==> config.mk <==
export PLATFORM = sky130hd
export DESIGN_NAME = bfha_ctrl
export DESIGN_NICKNAME = d
export VERILOG_FILES = /design/src/hw/rtl/bfha_pkg.sv /design/src/hw/rtl/bfha_ctrl.sv
export SDC_FILE = /design/constraint.sdc
export NUM_CORES = 1
export LEC_CHECK = 0
export BUFFER_PORTS_ARGS = -buffer_cell sky130_fd_sc_hd__buf_2
export CORE_MARGIN = 8
export CORE_UTILIZATION = 54
export DETAILED_ROUTE_END_ITERATION = 10
export PLACE_DENSITY = 0.83
export SLEW_MARGIN = 20
export SYNTH_ARGS = -nofsm -noshare
export SYNTH_HDL_FRONTEND = slang
export SYNTH_SLANG_ARGS = --single-unit
==> constraint.sdc <==
create_clock -name i_clk -period 3.41 [get_ports i_clk]
set_input_delay 0.341 -clock i_clk [delete_from_list [all_inputs] [get_ports i_clk]]
set_output_delay 0.341 -clock i_clk [all_outputs]
set_load 0.02 [all_outputs]
==> src/hw/rtl/bfha_pkg.sv <==
// Package for the best-fit heap allocator.
// Holds the payload structs, request codes, controller states, datapath ops and status.
`timescale 1ns / 1ps

package bfha_pkg;

    localparam int HEAP_BYTES_DEF = 4096;

    localparam logic FN_ALLOC = 1'b0;
    localparam logic FN_FREE  = 1'b1;

    typedef struct packed {
        logic        func;
        logic [15:0] req_size;
        logic [11:0] free_addr;
    } t_req;

    typedef struct packed {
        logic        ok;
        logic [11:0] payload_addr;
    } t_res;

    typedef enum logic [4:0] {
        S_INIT0, S_INIT1, S_INIT2, S_IDLE,
        S_AWALK, S_ADEC, S_ASH, S_ASR, S_ASF, S_AFH, S_AFN,
        S_FWALK, S_FRN, S_FN, S_FRP, S_FP, S_FWH, S_FWF, S_FX,
        S_RESP
    } t_ctl_state;

    typedef enum logic [4:0] {
        DP_NOP, DP_INIT0, DP_INIT1, DP_INIT2, DP_LOAD,
        DP_AWALK, DP_ASH, DP_ASR, DP_ASF, DP_AFH, DP_AFN,
        DP_FWALK, DP_FRN, DP_FN, DP_FRP, DP_FP, DP_FWH, DP_FWF, DP_FX,
        DP_RESP
    } t_dp_op;

    typedef struct packed {
        logic in_func;
        logic in_addr_lo;
        logic sz0;
        logic nxt_end;
        logic found;
        logic split;
        logic anx_in;
        logic f_eq;
        logic f_busy;
        logic f_gt;
        logic fnx_in;
        logic prev_ok;
        logic fin_in;
        logic out_free;
    } t_dp_status;

endpackage

==> src/hw/rtl/bfha_ctrl.sv <==
// Controller state machine for the best-fit heap allocator.
// Depends on bfha_pkg; drives datapath ops from datapath status.
`timescale 1ns / 1ps

module bfha_ctrl import bfha_pkg::*; (
    input  logic       i_clk,
    input  logic       i_rst_n,
    input  logic       i_in_valid,
    input  t_dp_status i_st,
    output t_dp_op     o_op,
    output logic       o_in_stall
);

    t_ctl_state r_state, n_state;

    always_ff @(posedge i_clk) begin
        if (!i_rst_n) begin
            r_state <= S_INIT0;
        end else begin
            r_state <= n_state;
        end
    end

    always_comb begin
        n_state = r_state;
        case (r_state)
            S_INIT0: n_state = S_INIT1;
            S_INIT1: n_state = S_INIT2;
            S_INIT2: n_state = S_IDLE;
            S_IDLE: begin
                if (i_in_valid) begin
                    if (i_st.in_func == FN_ALLOC) n_state = S_AWALK;
                    else if (i_st.in_addr_lo)     n_state = S_RESP;
                    else                          n_state = S_FWALK;
                end
            end
            S_AWALK: if (i_st.sz0 || i_st.nxt_end) n_state = S_ADEC;
            S_ADEC: begin
                if (!i_st.found)     n_state = S_RESP;
                else if (i_st.split) n_state = S_ASH;
                else                 n_state = S_AFH;
            end
            S_ASH: n_state = S_ASR;
            S_ASR: n_state = S_ASF;
            S_ASF: n_state = S_RESP;
            S_AFH: n_state = i_st.anx_in ? S_AFN : S_RESP;
            S_AFN: n_state = S_RESP;
            S_FWALK: begin
                if (i_st.sz0)          n_state = S_RESP;
                else if (i_st.f_eq)    n_state = i_st.f_busy ? S_FRN : S_RESP;
                else if (i_st.f_gt)    n_state = S_RESP;
                else if (i_st.nxt_end) n_state = S_RESP;
            end
            S_FRN: n_state = i_st.fnx_in ? S_FN : S_FRP;
            S_FN:  n_state = S_FRP;
            S_FRP: n_state = i_st.prev_ok ? S_FP : S_FWH;
            S_FP:  n_state = S_FWH;
            S_FWH: n_state = S_FWF;
            S_FWF: n_state = i_st.fin_in ? S_FX : S_RESP;
            S_FX:  n_state = S_RESP;
            S_RESP: if (i_st.out_free) n_state = S_IDLE;
            default: n_state = S_IDLE;
        endcase
    end

    always_comb begin
        o_op = DP_NOP;
        case (r_state)
            S_INIT0: o_op = DP_INIT0;
            S_INIT1: o_op = DP_INIT1;
            S_INIT2: o_op = DP_INIT2;
            S_IDLE:  o_op = i_in_valid ? DP_LOAD : DP_NOP;
            S_AWALK: o_op = DP_AWALK;
            S_ASH:   o_op = DP_ASH;
            S_ASR:   o_op = DP_ASR;
            S_ASF:   o_op = DP_ASF;
            S_AFH:   o_op = DP_AFH;
            S_AFN:   o_op = DP_AFN;
            S_FWALK: o_op = DP_FWALK;
            S_FRN:   o_op = DP_FRN;
            S_FN:    o_op = DP_FN;
            S_FRP:   o_op = DP_FRP;
            S_FP:    o_op = DP_FP;
            S_FWH:   o_op = DP_FWH;
            S_FWF:   o_op = DP_FWF;
            S_FX:    o_op = DP_FX;
            S_RESP:  o_op = i_st.out_free ? DP_RESP : DP_NOP;
            default: o_op = DP_NOP;
        endcase
    end

    assign o_in_stall = (r_state != S_IDLE);

endmodule

Yosys cells after proc, flatten, opt, wreduce, memory -nomap -nowiden
Cells that the tools add are included.

Div/mod/pow operators: 0. Reduce and logical (&&, ||, !) cells: 4. Shift-type cells: 0. Equality and inequality tests: 24. Mux-type cells: 20. Add/subtract/negate cells: 0. Bitwise gates (word level): 0. $lt $le $gt $ge: 0. $mul: 0.

Operator list (count): case mux 5 bit (19 select lines) (1); case mux 5 bit (17 select lines) (1); 2-to-1 mux 5 bit (14); equality test 5 x 4 -> 1 bit, second input constant (8); equality test 5 x 3 -> 1 bit, second input constant (4); equality test 5 bit, second input constant (4); equality test 5 x 2 -> 1 bit, second input constant (2); != test 2 bit, second input constant (3); equality test 5 x 1 -> 1 bit, second input constant (1); zero test 5 bit (1); != test 5 x 2 -> 1 bit, second input constant (1); != test 5 bit, second input constant (1); 2-to-1 mux 4 bit (1); AND reduction 4 bit (1); 2-to-1 mux 3 bit (1); OR reduction 3 bit (1); 2-to-1 mux 2 bit (1); logical OR 1 bit (1); 2-to-1 mux 1 bit (1).

Memories: 0. Bits in latches: 0. Memory bits (writable): 0. Input bits: 17. Memory bits (read-only): 0. Register bits: 5.

Longest topological paths before layout
Gate-level depths: netlist of run 1.

Depth after elaboration: 5. Gate-level depth with buffers: 7. Mapped depth without buffers: 5.

Worst setup path before layout of run 1
OpenSTA, ideal clock, no wires.

Kind: reg-to-output. Start: register r_state[4]. End: output port o_op[0]. Required time: 3069 ps. Stages on the path, launching flop included: 7. Setup slack: 1512 ps. Arrival time: 1557 ps. Buffers on the path: 2. Path through: dfxtp_1 clkbuf_1 clkbuf_1 o211ai_1 o21ai_0 a21oi_1 o22ai_1.

Cells in the longest elaborated chain, start to end: 2. Elaborated cells between the ends (all ways): 20. Classes of those cells: 18 x eq/ne; 1 x mux; 1 x reduce/logical.

RTL lines: from (decl) (RTL line bfha_ctrl.sv:14) `t_ctl_state r_state, n_state;`; from (signal assigned) (RTL line bfha_ctrl.sv:20) `r_state <= n_state;`; equality test 5 bit, or another cell as far along (RTL line bfha_ctrl.sv:68) `case (r_state)`; case mux 5 bit (19 select lines) (*) (RTL line bfha_ctrl.sv:68); to (decl) (RTL line bfha_ctrl.sv:10) `output t_dp_op o_op,`.

Every way passes the cells marked *; elsewhere a longest branch is shown, timed or not.

Worst setup path in the final report of run 1
Start: register r_state[1]. End: output port o_op[0].

The elaborated chain is that of the path after synthesis.

==> results_dict.tcl, run 1 <==
set metrics [dict create \
    crit_buf_inv 2 \
    wl_per_cell_um 16.4 \
    max_freq_mhz 431 \
    slowest_delay_ps 750 \
    fin_tns_setup_ps 0 \
    grt_pass1_wl_um 3860 \
    area_delta_synth_final_pct 13.5 \
    h-tree-depth 1 \
    start_util_pct 59.2 \
    synth-edff-count 0 \
    io_buffer_count 22 \
    setup.worst_path.start_class "flip-flop" \
    clk_pin_slew_ps 50 \
    postRouteAntennaNets 0 \
    reg_top3 "r_state (5)" \
    viasPerCell 6.52 \
    drc 0 \
    fin_crit_ps 2320 \
    grt_setup_unrepaired "false" \
    arrival_ps 1980 \
    ys_top_cells_by_count "nand2_1, a21oi_1, o21ai_0" \
    powerDensity_nw_per_um2 570 \
    drive_above_1_share_pct 25.0 \
    grt_max_degree 23 \
    crit_cells 6 \
    tritoncts.num_buffers 3 \
    syn-num-nets 129 \
    dr_total_vias 932 \
    antenna_found_initial 0 \
    slew_headroom_pct 52.6 \
    die_w_um 54.0 \
    nNetsFinal 146 \
    clockBufferDepth 2 \
    worstMarginPinSlew_ps 711 \
    largest_register_ffs 5 \
    grt_pass1_vias 890 \
    yosysMostFrequentCell "nand2_1" \
    overflow 0 \
    synthFlopType "dfxtp_1" \
    ys_seq_area_share_pct 12.8 \
    synth_top_area_cell "dfxtp_1" \
    drt-total-wl_um 2350 \
    dieArea_um2 2920 \
    syn_area_um2 779 \
    synthCells 112 \
    cts_resized 0 \
    worstPathRequired_ps 3070 \
    yosysWarnings 0 \
    cp_slowest_cell "dfxtp_1" \
    dp_slack_ps 1360 \
    p_leak_nw 0.320 \
    synth.top_cell.area_share_pct 12.8 \
    crit_path_cell_trace "inv_1, o211ai_1, o21ai_0, a21oi_1, o22ai_1, buf_2" \
    vdd_drop_max_v 0.000333 \
    fp.coreArea_um2 1320 \
    drv_cap 0 \
    first_pass_iters 4 \
    synthArstFlopShare_pct 0 \
    rows 13 \
    skew_ps 1.21 \
    slew_violations 0 \
    track_usage_pct 16.6 \
    drtIter0Drc 48 \
    tritoncts "yes" \
    io_pins 23 \
    worstSetupEndpointType "primary output" \
    whs_path_depth 2 \
    worstSkewPairLatency_ps 240 \
    ys_seq_elements 5 \
    syn_avg_cell_area_um2 6.96 \
    ys_types 43 \
    top_register "r_state" \
    r2r_cells 5 \
    hold_viol 0 \
    place_congestion 0.894 \
    cts_root_buffer "clkbuf_4" \
    status "complete, no violations" \
    synthTopCellsByArea "dfxtp_1, nand2_1, nor2b_1, a21oi_1, o21ai_0" \
    min_period_over_period_pct 68.0 \
    cts_setup_buffers 0 \
    clock-sinks 5 \
    path_max_fanout 20 \
    setup_viol 0 \
    hold_class "in -> reg" \
    cp_top_family "flip-flops" \
    antennaDiodeCount 0 \
    dieHeight_um 54.0 \
    worstSetupPathType "reg -> out" \
    place_hpwl_um 1720 \
    cts_hold_buf 0 \
    worst_slack_ps 1090 \
]
## kinds of logic after synthesis
group | after synthesis | synth area share (%)
buffers and inverters | 16 | 9.31
AO/OA/AOI/OAI | 38 | 40.0
multiplexers | 1 | 1.28
AND/OR/NAND/NOR | 52 | 36.6
flip-flops | 5 | 12.8
## worst reg2reg max path: stages, from the launching register on
cell and delay, ps:
dfxtp_1 690, nor2_2 190, a21oi_1 260, o32ai_4 150
a311oi_1 380, a41oi_2 180
## report_power, final
group / leakage (nW) / switching (W) / total, W / internal, W
Combinational: 0.264 / 0.000172 / 0.000295 / 0.000123
Clock: 0.0150 / 0.0000263 / 0.0000706 / 0.0000444
Sequential: 0.0409 / 0.0000674 / 0.000139 / 0.0000719
Total: 0.320 / 0.000265 / 0.000505 / 0.000239
## metrics by stage
stage,hold slack [ps],power [W],area [um^2],cells,util (%)
CTS,386,0.000500,885,143,67.1
detailed placement,618,0.000429,858,139,65.1
global placement,617,0.000423,858,139,65.1
global route,386,0.000546,885,143,67.1
floorplan,459,0.000359,779,112,-
finish,389,0.000505,885,143,67.1
## metal layers
metal,share of wire [%],global-route usage (%),wire length [um],vias up
met5,0,0,0,-
met4,0.89,4.92,21,0
met3,6.4,1.65,151,2
met2,47,27.6,1110,48
met1,45,22.0,1070,426
li1,-,-,-,456
## area by class of cell
cell class | count | area (um^2)
multi-input combinational | 91 | 607
fill | 122 | 433
timing repair buffer | 22 | 110
sequential | 5 | 100
clock buffer | 4 | 26.3
inverter | 6 | 22.5
tap | 15 | 18.8
## worst paths after layout
| kind | endpoint | slack [ps] | startpoint |
|---|---|---|---|
| hold / removal | r_state[2] | 390 | i_rst_n |
| hold reg to reg | r_state[1] | 820 | r_state[2] |
| setup reg to reg | r_state[0] | 1400 | r_state[2] |
| setup / recovery | o_op[0] | 1090 | r_state[1] |
## layout by cell type, fill, tap and decap left out, types with 3 or more instances in the layout
cell      instances
buf_2            22
nand2_1          14
o21ai_0           6
a21oi_1           6
inv_1             5
nor2_1            5
nor2b_1           5
nand3_1           5
nor3_1            5
dfxtp_1           5
a31oi_1           4
nand2b_1          4
nor4_1            3
o211ai_1          3
clkbuf_4          3
(Power assumes the default switching activity.)
==> run 2: changes to the inputs <==
Settings changed: CORE_UTILIZATION 54 to 50, PLACE_DENSITY 0.83 to 0.78.
Clock period 3.41 ns to 2.25 ns, I/O delays scaled along.
==> run 2 against run 1 <==
  * Clock skew barely moved
  * Clock power rose by 53%
  * Hold slack worse by 120 ps
  * Total power grew 63%
  * Count of clock-buffer cells in the layout unchanged
  * Flip-flop and latch count is the same
  * Critical path depth stayed put
  * Via count increased by 6.8%
  * First-iteration DRC count rose by 83%
  * Non-clock buffer count rose by 8
  * Utilization is 3.6 points lower
  * Highest routed layer unchanged
==> results_dict.tcl, run 2 (synthesized netlist as in run 1, its figures left out) <==
set metrics [dict create \
    drtIter0Drc 88 \
    reg2reg_to "r_state[4]" \
    cp-startpoint "r_state[4]" \
    dp_slack_ps 529 \
    worstSetupPathType "reg -> out" \
    post_dp_cell_area_um2 920 \
    track_usage_pct 15.1 \
    rows 14 \
    powerDensity_nw_per_um2 870 \
    area_delta_synth_final_pct 21.3 \
    clock-sinks 5 \
    skew_ps 0.847 \
    io_buffer_count 22 \
    drive_above_1_share_pct 29.4 \
    dieArea_um2 3080 \
    cts_root_buffer "clkbuf_4" \
    reg_top3 "r_state (5)" \
    seq_area_um2 100 \
    hold_class "in -> reg" \
    first_pass_iters 6 \
    worstSkewPairLatency_ps 240 \
    antenna_found_initial 0 \
    cts_resized 0 \
    clockBufferDepth 2 \
    worstMarginPinSlew_ps 501 \
    setup_viol 0 \
    timing.hold.ws_ps 265 \
    reg2reg_slack_ps 500 \
    worstPathRequired_ps 2030 \
    fillers 144 \
    cts_setup_buffers 0 \
    grt_setup_unrepaired "false" \
    layout_common_cells "buf_2, nand2_1, buf_4" \
    r2r_start "r_state[4]" \
    die_w_um 55.5 \
    place_hpwl_um 1940 \
    grt_max_degree 13 \
    drt-total-wl_um 2480 \
    status "complete, no violations" \
    largest_register_ffs 5 \
    setup.worst_path.start_class "flip-flop" \
    worstSetupEndpointType "primary output" \
    p_leak_nw 0.361 \
    tritoncts.num_buffers 3 \
    dieHeight_um 55.5 \
    min_period_over_period_pct 84.7 \
    crit_end "o_op[0]" \
    place_congestion 0.904 \
    fin_tns_setup_ps 0 \
    path_max_fanout 12 \
    overflow 0 \
    grt_pass1_vias 915 \
    worst_slack_ps 345 \
    viasPerCell 6.55 \
    io_pins 23 \
    postRouteAntennaNets 0 \
    arrival_ps 1680 \
    h-tree-depth 1 \
    start_util_pct 52.4 \
    multiInputGateArea_um2 607 \
    clk_pin_slew_ps 50 \
    final_common_cell "buf_2" \
    cts_hold_buf 0 \
    fin_crit_ps 1910 \
    drv_cap 0 \
    max_freq_mhz 525 \
    vdd_drop_max_v 0.000502 \
    tritoncts "yes" \
    hold_viol 0 \
    wl_per_cell_um 16.3 \
    grt_pass1_wl_um 4080 \
    drc 0 \
    antennaDiodeCount 0 \
    top_register "r_state" \
    fp.coreArea_um2 1490 \
    slew_violations 0 \
    fin_area_um2 946 \
    slew_headroom_pct 66.3 \
    r2r_cells 5 \
    nNetsFinal 154 \
    dr_total_vias 995 \
]
==> run 2: report_power, final <==
group          internal [W]  switching [W]  leakage (nW)
Clock             0.0000673      0.0000405        0.0150
Combinational      0.000230       0.000315         0.305
Sequential         0.000109      0.0000606        0.0409
==> run 2: critical path, cell delays in order, from the launching register on <==
cell and delay (ps):
dfxtp_1 560, buf_4 260, o211ai_1 100, o21ai_0 80
a21oi_1 90, o22ai_1 160, buf_2 190
==> run 2: cell type report <==
type / count / area share [%]
Multi-Input combinational cell: 91 / 64.2
Timing Repair Buffer: 30 / 18.0
Sequential cell: 5 / 10.6
Clock buffer: 4 / 2.78
Inverter: 6 / 2.38
Tap cell: 16 / 2.12
==> run 2: per-layer routing <==
| layer | share of wire (%) | global-route usage (%) | vias to the layer above |
|---|---|---|---|
| li1 | - | - | 477 |
| met1 | 41 | 17.9 | 451 |
| met2 | 48 | 26.1 | 57 |
| met3 | 7.9 | 2.97 | 10 |
| met4 | 2.8 | 4.93 | 0 |
| met5 | 0 | 0 | - |
==> run 2: worst min path at each step <==
stage / from / end / slack (ps) / cells past startpoint
floorplan: i_rst_n / r_state[2] / 340 / 1
global placement: i_rst_n / r_state[2] / 510 / 2
detailed placement: i_rst_n / r_state[2] / 510 / 2
CTS: i_rst_n / r_state[2] / 260 / 2
global route: i_rst_n / r_state[2] / 270 / 2
finish: i_rst_n / r_state[2] / 260 / 2
==> run 2: per-stage QoR <==
stage / cells / util, % / total power [W]
floorplan: 112 / - / 0.000544
global placement: 148 / 61.8 / 0.000691
detailed placement: 148 / 61.8 / 0.000704
CTS: 152 / 63.5 / 0.000815
global route: 152 / 63.5 / 0.000876
finish: 152 / 63.5 / 0.000823
==> run 3: changes to the inputs <==
Settings changed: CORE_UTILIZATION 50 to 45, PLACE_DENSITY 0.78 to 0.74.
Clock period 2.25 ns to 1.63 ns, I/O delays scaled along.
==> run 3 against run 2 <==
  * Hold slack got worse by 68 ps
  * Total power rose by 76%
  * Count of clock-buffer cells in the layout did not move
  * Utilization rose by 6.8 points
  * Combinational power rose by 100%
  * Critical path depth did not move
  * Register-to-register slack got worse by 500 ps
  * Sequential power rose by 24%
==> results_dict.tcl, run 3 (synthesized netlist as in run 1, its figures left out) <==
set metrics [dict create \
    status "complete, no violations" \
    largest_register_ffs 5 \
    io_buffer_count 22 \
    tritoncts "yes" \
    area_delta_synth_final_pct 50.7 \
    worstSkewPairLatency_ps 250 \
    first_pass_iters 4 \
    post_dp_cell_area_um2 987 \
    setup.worst_path.start_class "flip-flop" \
    dieArea_um2 3320 \
    dp_slack_ps -23.2 \
    layout_common_cells "buf_2, buf_4, nand2_1" \
    grt_pass1_vias 1033 \
    arrival_ps 1740 \
    drt-total-wl_um 2880 \
    hold_class "in -> reg" \
    skew_ps 3.18 \
    worstSetupEndpointType "flip-flop" \
    grt_pass1_wl_um 4490 \
    antennaDiodeCount 0 \
    place_congestion 0.944 \
    path_max_fanout 7 \
    cp-startpoint "r_state[4]" \
    min_from "i_rst_n" \
    drive_above_1_share_pct 46.1 \
    sw_frac_of_total_pct 47.0 \
    p_leak_nw 0.477 \
    cp_slowest_cell "dfxtp_2" \
    multiInputGateArea_um2 668 \
    start_util_pct 46.7 \
    switching_power_w 0.000679 \
    clock-sinks 5 \
    top_register "r_state" \
    drc 0 \
    worstSetupPathType "reg -> reg" \
    grt_setup_unrepaired "true" \
    die_w_um 57.6 \
    worstPathRequired_ps 1740 \
    crit_buf_inv 2 \
    min_period_over_period_pct 100 \
    slowest_delay_ps 320 \
    worstMarginPinSlew_ps 427 \
    slew_violations 0 \
    place_hpwl_um 2040 \
    reg_top3 "r_state (5)" \
    setup_viol 0 \
    overflow 0 \
    dr_total_vias 1107 \
    dieHeight_um 57.6 \
    placed_cells 157 \
    r2r_start "r_state[4]" \
    wl_per_cell_um 17.0 \
    fp.coreArea_um2 1670 \
    clk_pin_slew_ps 40 \
    slew_headroom_pct 71.5 \
    pwr-share-clk_pct 10.0 \
    nNetsFinal 170 \
    vdd_drop_max_v 0.000647 \
    seq_power_share_pct 14.6 \
    io_pins 23 \
    crit_path_cell_trace "buf_6, buf_4, a21oi_1, o32ai_4, a311oi_2, a41oi_2" \
    cts_hold_buf 0 \
    timing.hold.ws_ps 197 \
    final_cells 169 \
    drv_cap 0 \
    viasPerCell 6.55 \
    final_common_cell "buf_2" \
    fin_crit_ps 1630 \
    powerDensity_nw_per_um2 1230 \
    track_usage_pct 16.4 \
    worst_slack_ps 0.00577 \
    p_int_w 0.000765 \
    fin_area_um2 1170 \
    p_comb_share_pct 75.5 \
    postRouteAntennaNets 0 \
    cp_top_family "compound AO/OA/AOI/OAI gates" \
    antenna_found_initial 0 \
    grt_max_degree 13 \
    rows 15 \
    hold_viol 0 \
    seq_area_um2 111 \
    h-tree-depth 1 \
    clockBufferDepth 2 \
    drtIter0Drc 81 \
    cts_root_buffer "clkbuf_4" \
    max_freq_mhz 613 \
    tritoncts.num_buffers 3 \
    fillers 126 \
]
## run 3: cell count changes in the layout (fill, tap and decap cells not counted), sizes merged
cell | before | now
buf | 30 | 46
## run 3: power by group through the flow
stage	clock network [W]	registers [W]	logic, W
CTS	0.000147	0.000196	0.000932
floorplan	0	0.000167	0.000594
global route	0.000161	0.000217	0.00116
global placement	0	0.000188	0.000863
detailed placement	0	0.000191	0.000876
finish	0.000144	0.000210	0.00109
## run 3: repair_timing
item / in CTS / in global routing
resized for setup: 10 / 23
endpoints found under the setup margin: 6 / 9
setup buffers: 2 / 6
pin swaps: 2 / 5
## run 3: per-stage QoR
| step | setup TNS (ps) | utilization, % | power, W |
|---|---|---|---|
| finish | 0 | 70.3 | 0.00144 |
| global placement | 0 | 59.1 | 0.00105 |
| floorplan | 0 | - | 0.000761 |
| global route | -211 | 70.3 | 0.00154 |
| CTS | 0 | 63.1 | 0.00128 |
| detailed placement | -43.0 | 59.1 | 0.00107 |
## run 3: worst reg2reg max path, cell delays in order (launching register included)
cell and delay, ps:
dfxtp_2 320, buf_6 140, buf_4 140, a21oi_1 270, o32ai_4 180, a311oi_2 280, a41oi_2 160
## run 3: final cells by class
cell class / count / share of cell area [%]
Multi-Input combinational cell: 91 / 56.9
Inverter: 6 / 1.92
Clock buffer: 4 / 2.24
Timing Repair Buffer: 46 / 27.7
Sequential cell: 5 / 9.48
Tap cell: 17 / 1.81
## run 3: worst paths after layout
| check | end | cells past startpoint | slack (ps) |
|---|---|---|---|
| worst max register to register | r_state[0] | 6 | 0.006 |
| worst min-delay path | r_state[2] | 2 | 200 |
| worst min register to register | r_state[3] | 4 | 800 |
| worst max-delay path | r_state[0] | 6 | 0.006 |
## run 3: metal layers
metal / up-vias / GRT usage, % / share of wire [%]
met4: 0 / 7.50 / 2.4
met3: 8 / 4.42 / 9.8
li1: 510 / - / -
met1: 517 / 19.1 / 39
met5: - / 0 / 0
met2: 72 / 27.2 / 48
